===== src/rtl/min_error_boundary_cut_seam_assert.svh =====
// assertion macros shared by the seam cut modules
`ifndef MIN_ERROR_BOUNDARY_CUT_SEAM_ASSERT_SVH
`define MIN_ERROR_BOUNDARY_CUT_SEAM_ASSERT_SVH
`ifndef ASSERT_OFF
`define MEBC_ASSERT(label, prop, msg) \
    label: assert property (@(posedge clk) disable iff (!rst_n) prop) else $error(msg);
`define MEBC_ASSERT_ALWAYS(label, expr, msg) \
    label: assert property (@(posedge clk) expr) else $error(msg);
`else
`define MEBC_ASSERT(label, prop, msg)
`define MEBC_ASSERT_ALWAYS(label, expr, msg)
`endif
`endif


===== src/rtl/mebc_pkg.sv =====
package mebc_pkg;

    // fixed field widths
    localparam int PIX_W   = 8;
    localparam int ERR_W   = 18;
    localparam int COST_W  = 24;
    localparam int ROW_O_W = 6;
    localparam int COL_O_W = 4;
    localparam int IN_W    = 64;
    localparam int OUT_W   = 40;

    // configuration registers
    localparam int PR_W    = 7;
    localparam int OC_W    = 5;
    localparam int CU_W    = 3;
    localparam int SLACK_W = 20;
    localparam int CFG_W   = 20;
    localparam int IDX_W   = 2;

    localparam logic [IDX_W-1:0] REG_PATCH_ROWS    = 2'd0;
    localparam logic [IDX_W-1:0] REG_OVERLAP_COLS  = 2'd1;
    localparam logic [IDX_W-1:0] REG_CHANNELS_USED = 2'd2;
    localparam logic [IDX_W-1:0] REG_SLACK         = 2'd3;

    localparam logic [PR_W-1:0]    RST_PATCH_ROWS    = 7'd50;
    localparam logic [OC_W-1:0]    RST_OVERLAP_COLS  = 5'd8;
    localparam logic [CU_W-1:0]    RST_CHANNELS_USED = 3'd3;
    localparam logic [SLACK_W-1:0] RST_SLACK         = 20'd651;

    // default sizes
    localparam int DEF_MAX_ROWS     = 64;
    localparam int DEF_MAX_COLS     = 16;
    localparam int DEF_MAX_CHANNELS = 4;

    // controller to datapath
    typedef struct packed {
        logic capture;
        logic calc;
        logic sel_rd;
        logic sel_cmp;
        logic emit;
        logic tr_rd0;
        logic tr_rd1;
        logic tr_min;
        logic tr_pick;
    } cmd_t;

    // datapath to controller
    typedef struct packed {
        logic last_pixel;
        logic sel_last;
        logic trace_end;
        logic out_free;
    } status_t;

endpackage


===== src/rtl/mebc_ctrl.sv =====
module mebc_ctrl
(
    input  logic             clk,
    input  logic             rst_n,
    input  logic             s_tvalid,
    output logic             s_tready,
    input  mebc_pkg::status_t status,
    output mebc_pkg::cmd_t   cmd
);

    `include "min_error_boundary_cut_seam_assert.svh"

    localparam logic [3:0] S_IN      = 4'd0;
    localparam logic [3:0] S_CALC    = 4'd1;
    localparam logic [3:0] S_SEL_RD  = 4'd2;
    localparam logic [3:0] S_SEL_CMP = 4'd3;
    localparam logic [3:0] S_EMIT    = 4'd4;
    localparam logic [3:0] S_TR0     = 4'd5;
    localparam logic [3:0] S_TR1     = 4'd6;
    localparam logic [3:0] S_TR2     = 4'd7;
    localparam logic [3:0] S_TR3     = 4'd8;

    logic [3:0] state_reg;
    logic [3:0] state_next;

    assign s_tready = (state_reg == S_IN);

    // next state and commands
    always_comb
    begin
        state_next = state_reg;
        cmd        = '0;
        unique case (state_reg)
            S_IN:
            begin
                if (s_tvalid)
                begin
                    cmd.capture = 1'b1;
                    state_next  = S_CALC;
                end
            end
            S_CALC:
            begin
                cmd.calc   = 1'b1;
                state_next = status.last_pixel ? S_SEL_RD : S_IN;
            end
            S_SEL_RD:
            begin
                cmd.sel_rd = 1'b1;
                state_next = S_SEL_CMP;
            end
            S_SEL_CMP:
            begin
                cmd.sel_cmp = 1'b1;
                state_next  = status.sel_last ? S_EMIT : S_SEL_RD;
            end
            S_EMIT:
            begin
                if (status.out_free)
                begin
                    cmd.emit   = 1'b1;
                    state_next = status.trace_end ? S_IN : S_TR0;
                end
            end
            S_TR0:
            begin
                cmd.tr_rd0 = 1'b1;
                state_next = S_TR1;
            end
            S_TR1:
            begin
                cmd.tr_rd1 = 1'b1;
                state_next = S_TR2;
            end
            S_TR2:
            begin
                cmd.tr_min = 1'b1;
                state_next = S_TR3;
            end
            S_TR3:
            begin
                cmd.tr_pick = 1'b1;
                state_next  = S_EMIT;
            end
            default:
            begin
                state_next = S_IN;
            end
        endcase
    end

    // state register
    always_ff @(posedge clk or negedge rst_n)
    begin
        if (!rst_n)
            state_reg <= S_IN;
        else
            state_reg <= state_next;
    end

    `MEBC_ASSERT(a_accept_to_calc, (s_tvalid && s_tready) |=> (state_reg == S_CALC), "accepted item not followed by cost update")
    `MEBC_ASSERT(a_emit_free, cmd.emit |-> status.out_free, "result loaded over a waiting result")
    `MEBC_ASSERT(a_one_cmd, $onehot0(cmd), "more than one datapath command")

endmodule


===== config.mk =====
export PLATFORM = sky130hd
export DESIGN_NAME = mebc_ctrl
export DESIGN_NICKNAME = d
export VERILOG_FILES = /design/src/rtl/mebc_pkg.sv /design/src/rtl/mebc_ctrl.sv
export VERILOG_INCLUDE_DIRS = /design/src /design/src/rtl
export SDC_FILE = /design/constraint.sdc
export NUM_CORES = 1
export LEC_CHECK = 0
export BUFFER_PORTS_ARGS = -buffer_cell sky130_fd_sc_hd__buf_2
export CORE_AREA = 5 5 42 44
export CTS_BUF_LIST = sky130_fd_sc_hd__clkbuf_4 sky130_fd_sc_hd__clkbuf_8 sky130_fd_sc_hd__clkbuf_16
export CTS_CLUSTER_DIAMETER = 30
export DETAILED_ROUTE_END_ITERATION = 6
export DIE_AREA = 0 0 47 49
export PLACE_DENSITY = 0.58
export SYNTH_ARGS = -nofsm -noshare
export SYNTH_HDL_FRONTEND = slang
export SYNTH_SLANG_ARGS = --single-unit

===== constraint.sdc =====
create_clock -name clk -period 1.1 [get_ports clk]
set_input_delay 0 -clock clk [delete_from_list [all_inputs] [get_ports clk]]
set_output_delay 0 -clock clk [all_outputs]
set_load 0.03 [all_outputs]

==> impl_metrics.toml <==
[status]
run_status = "complete, but fails checks"
violations = "negative setup slack"

[synth]
avgSynthCellArea_um2 = 9.54
synth_warnings = 0
synthCells = 37
ys_seq_elements = 4
ys_types = 21
synth_nets = 44
synth_seq_area_share = 0.284
syn_area_um2 = 353

[power_and_ir_drop]
ir_drop_uv = 1700
power_density_mw_per_mm2 = 3200
p_leak_nw = 0.318
power.total_mw = 2.27

[grt]
grt_max_degree = 8
antenna_found_initial = 0
grt_pass1_wl_um = 1960
overflow = 0
use_met1 = 0.124
met3_usage = 0.0369
track_usage = 0.121
met2_usage = 0.197
grt-busiest-layer = "met2"
grt_pass1_vias = 420

[place]
place_ws_ps = -116
placed_area_um2 = 518
dp_hpwl_um = 809
port_buffers = 16
place_congestion = 0.794
dp.cells = 75

[floorplanning]
row_count = 14
io_pins = 17
dieArea_mm2 = 0.00230
die-height_um = 49
core_mm2 = 0.00140
die_x_um = 47
initial_core_util = 0.252

[clock_tree]
cts_tree = "built"
cts_sinks = 4
cts_root_buf = "clkbuf_4"
clkTransAtPathRegs_ps = 40
clockBufferDepth = 2
numCtsBuffers = 3
clock_latency_ps = 240
h-tree-depth = 1

[layout]
largest_reg_flops = 4
area_growth_pct = 101
n_antenna_cell = 0
drive_gt1_frac = 0.735
nNetsFinal = 77
final_cell_mix = "buf_6, buf_4, buf_2, clkbuf_4, dfrtp_1"
layout_commonest_cell = "buf_6"
design_area_um2 = 708
final_cells = 84
fillers = 133

[worst_setup_path]
crit_path_end_kind = "primary output"
criticalPathCategory = "flop to primary output"
arrival_ps = 1340
worstPathRequired_ps = 1100
worstSetupStartpointType = "flop"
cp_max_fo = 6

[routing]
routed_wl_um = 1300
vias_per_cell = 5.05
firstDrtPassIters = 3
drcViolationCount = 0
drt_iter0_drc = 4
wl_per_cell_um = 15.5
ant_nets = 0
vias = 424

[timing]
hold_violations = 0
finalCriticalPeriod_ps = 1340
whs_ps = 48.9
finalWorstSetupSlack_ps = -245
rsz0062_at_grt = "true"
max_slew.worst_pin.slew_ps = 227
post-route-period-util = 1.22
slew_violations = 0
setup_violations = 11
slew_headroom = 0.848
fmax_ghz = 0.744
skew_ps = 6.06

[run]
drv_cap = 0

[hold_path]
min-delay-path-class = "primary input to flop"
==> stage by stage <==
stage / setup TNS (ps) / util
floorplan: -701 / -
global placement: -241 / 0.370
detailed placement: -231 / 0.370
CTS: -1770 / 0.465
global route: -2710 / 0.505
finish: -1980 / 0.505
==> path summary, 6_finish.rpt <==
kind,startpoint,depth (start not counted),end,slack (ps)
max,state_reg[0],4,cmd[8],-240
min,status[3],3,state_reg[1],50
max reg2reg,state_reg[1],3,state_reg[2],-190
min reg2reg,state_reg[3],2,state_reg[0],620
max in group asynchronous,rst_n,2,state_reg[2],870
min in group asynchronous,rst_n,2,state_reg[2],100
==> area by class of cell <==
class / instances / area [µm²] / area share
clock buffer: 3 / 22.5 / 0.0318
inverter: 1 / 3.75 / 0.00530
multi-input combinational: 28 / 284 / 0.401
sequential: 4 / 101 / 0.143
tap: 16 / 20.0 / 0.0283
timing repair buffer: 32 / 277 / 0.390
==> kinds of logic (layout without fill, tap and decap cells) <==
logic type	Yosys count	in the layout	share of synthesized area
AOI/OAI and AO/OA	6	6	0.106
buffers and inverters	5	36	0.145
DFF	4	4	0.284
and+or+nand+nor	22	22	0.465
==> routing by layer <==
| metal | wire length, µm | part of all wire | up-vias |
|---|---|---|---|
| met2 | 766 | 0.59 | 11 |
| met4 | 59 | 0.045 | 0 |
| met5 | 0 | 0 | - |
| met1 | 452 | 0.35 | 207 |
| li1 | - | - | 198 |
| met3 | 25 | 0.019 | 8 |
==> worst max-delay path, cell delays in order (launching register included) <==
cell	delay, ps
dfrtp_1	390
buf_6	150
nor4_4	270
and2_4	180
buf_6	120
==> where the power goes <==
group	internal, mW	total [mW]	switching [mW]
clock	0.122	0.187	0.0642
sequential	0.218	0.312	0.0938
combinational	0.862	1.77	0.907
total	1.20	2.27	1.07
==> Yosys cell counts <==
master | instances | area share
nor3_1 | 4 | 0.057
or3_1 | 1 | 0.018
clkbuf_8 | 1 | 0.039
nor4_4 | 1 | 0.060
o21bai_1 | 1 | 0.021
nor4b_2 | 2 | 0.085
nand2_1 | 2 | 0.021
and4bb_1 | 1 | 0.035
nand3b_1 | 1 | 0.021
nand2b_1 | 2 | 0.035
inv_1 | 1 | 0.011
nand4b_1 | 1 | 0.025
dfrtp_1 | 4 | 0.28
a21oi_1 | 2 | 0.028
buf_6 | 3 | 0.096
and2_1 | 1 | 0.018
o21ai_0 | 1 | 0.014
nand2b_2 | 1 | 0.025
nor2_1 | 4 | 0.043
a211oi_1 | 2 | 0.043
or2b_1 | 1 | 0.021
==> what timing repair did <==
action,CTS,global route
pin swaps,4,7
endpoints found under the setup margin,13,13
endpoints found under the hold margin,4,0
setup buffers,2,3
gates resized for setup,26,9
hold buffers,1,0
(Power assumes the default switching activity.)
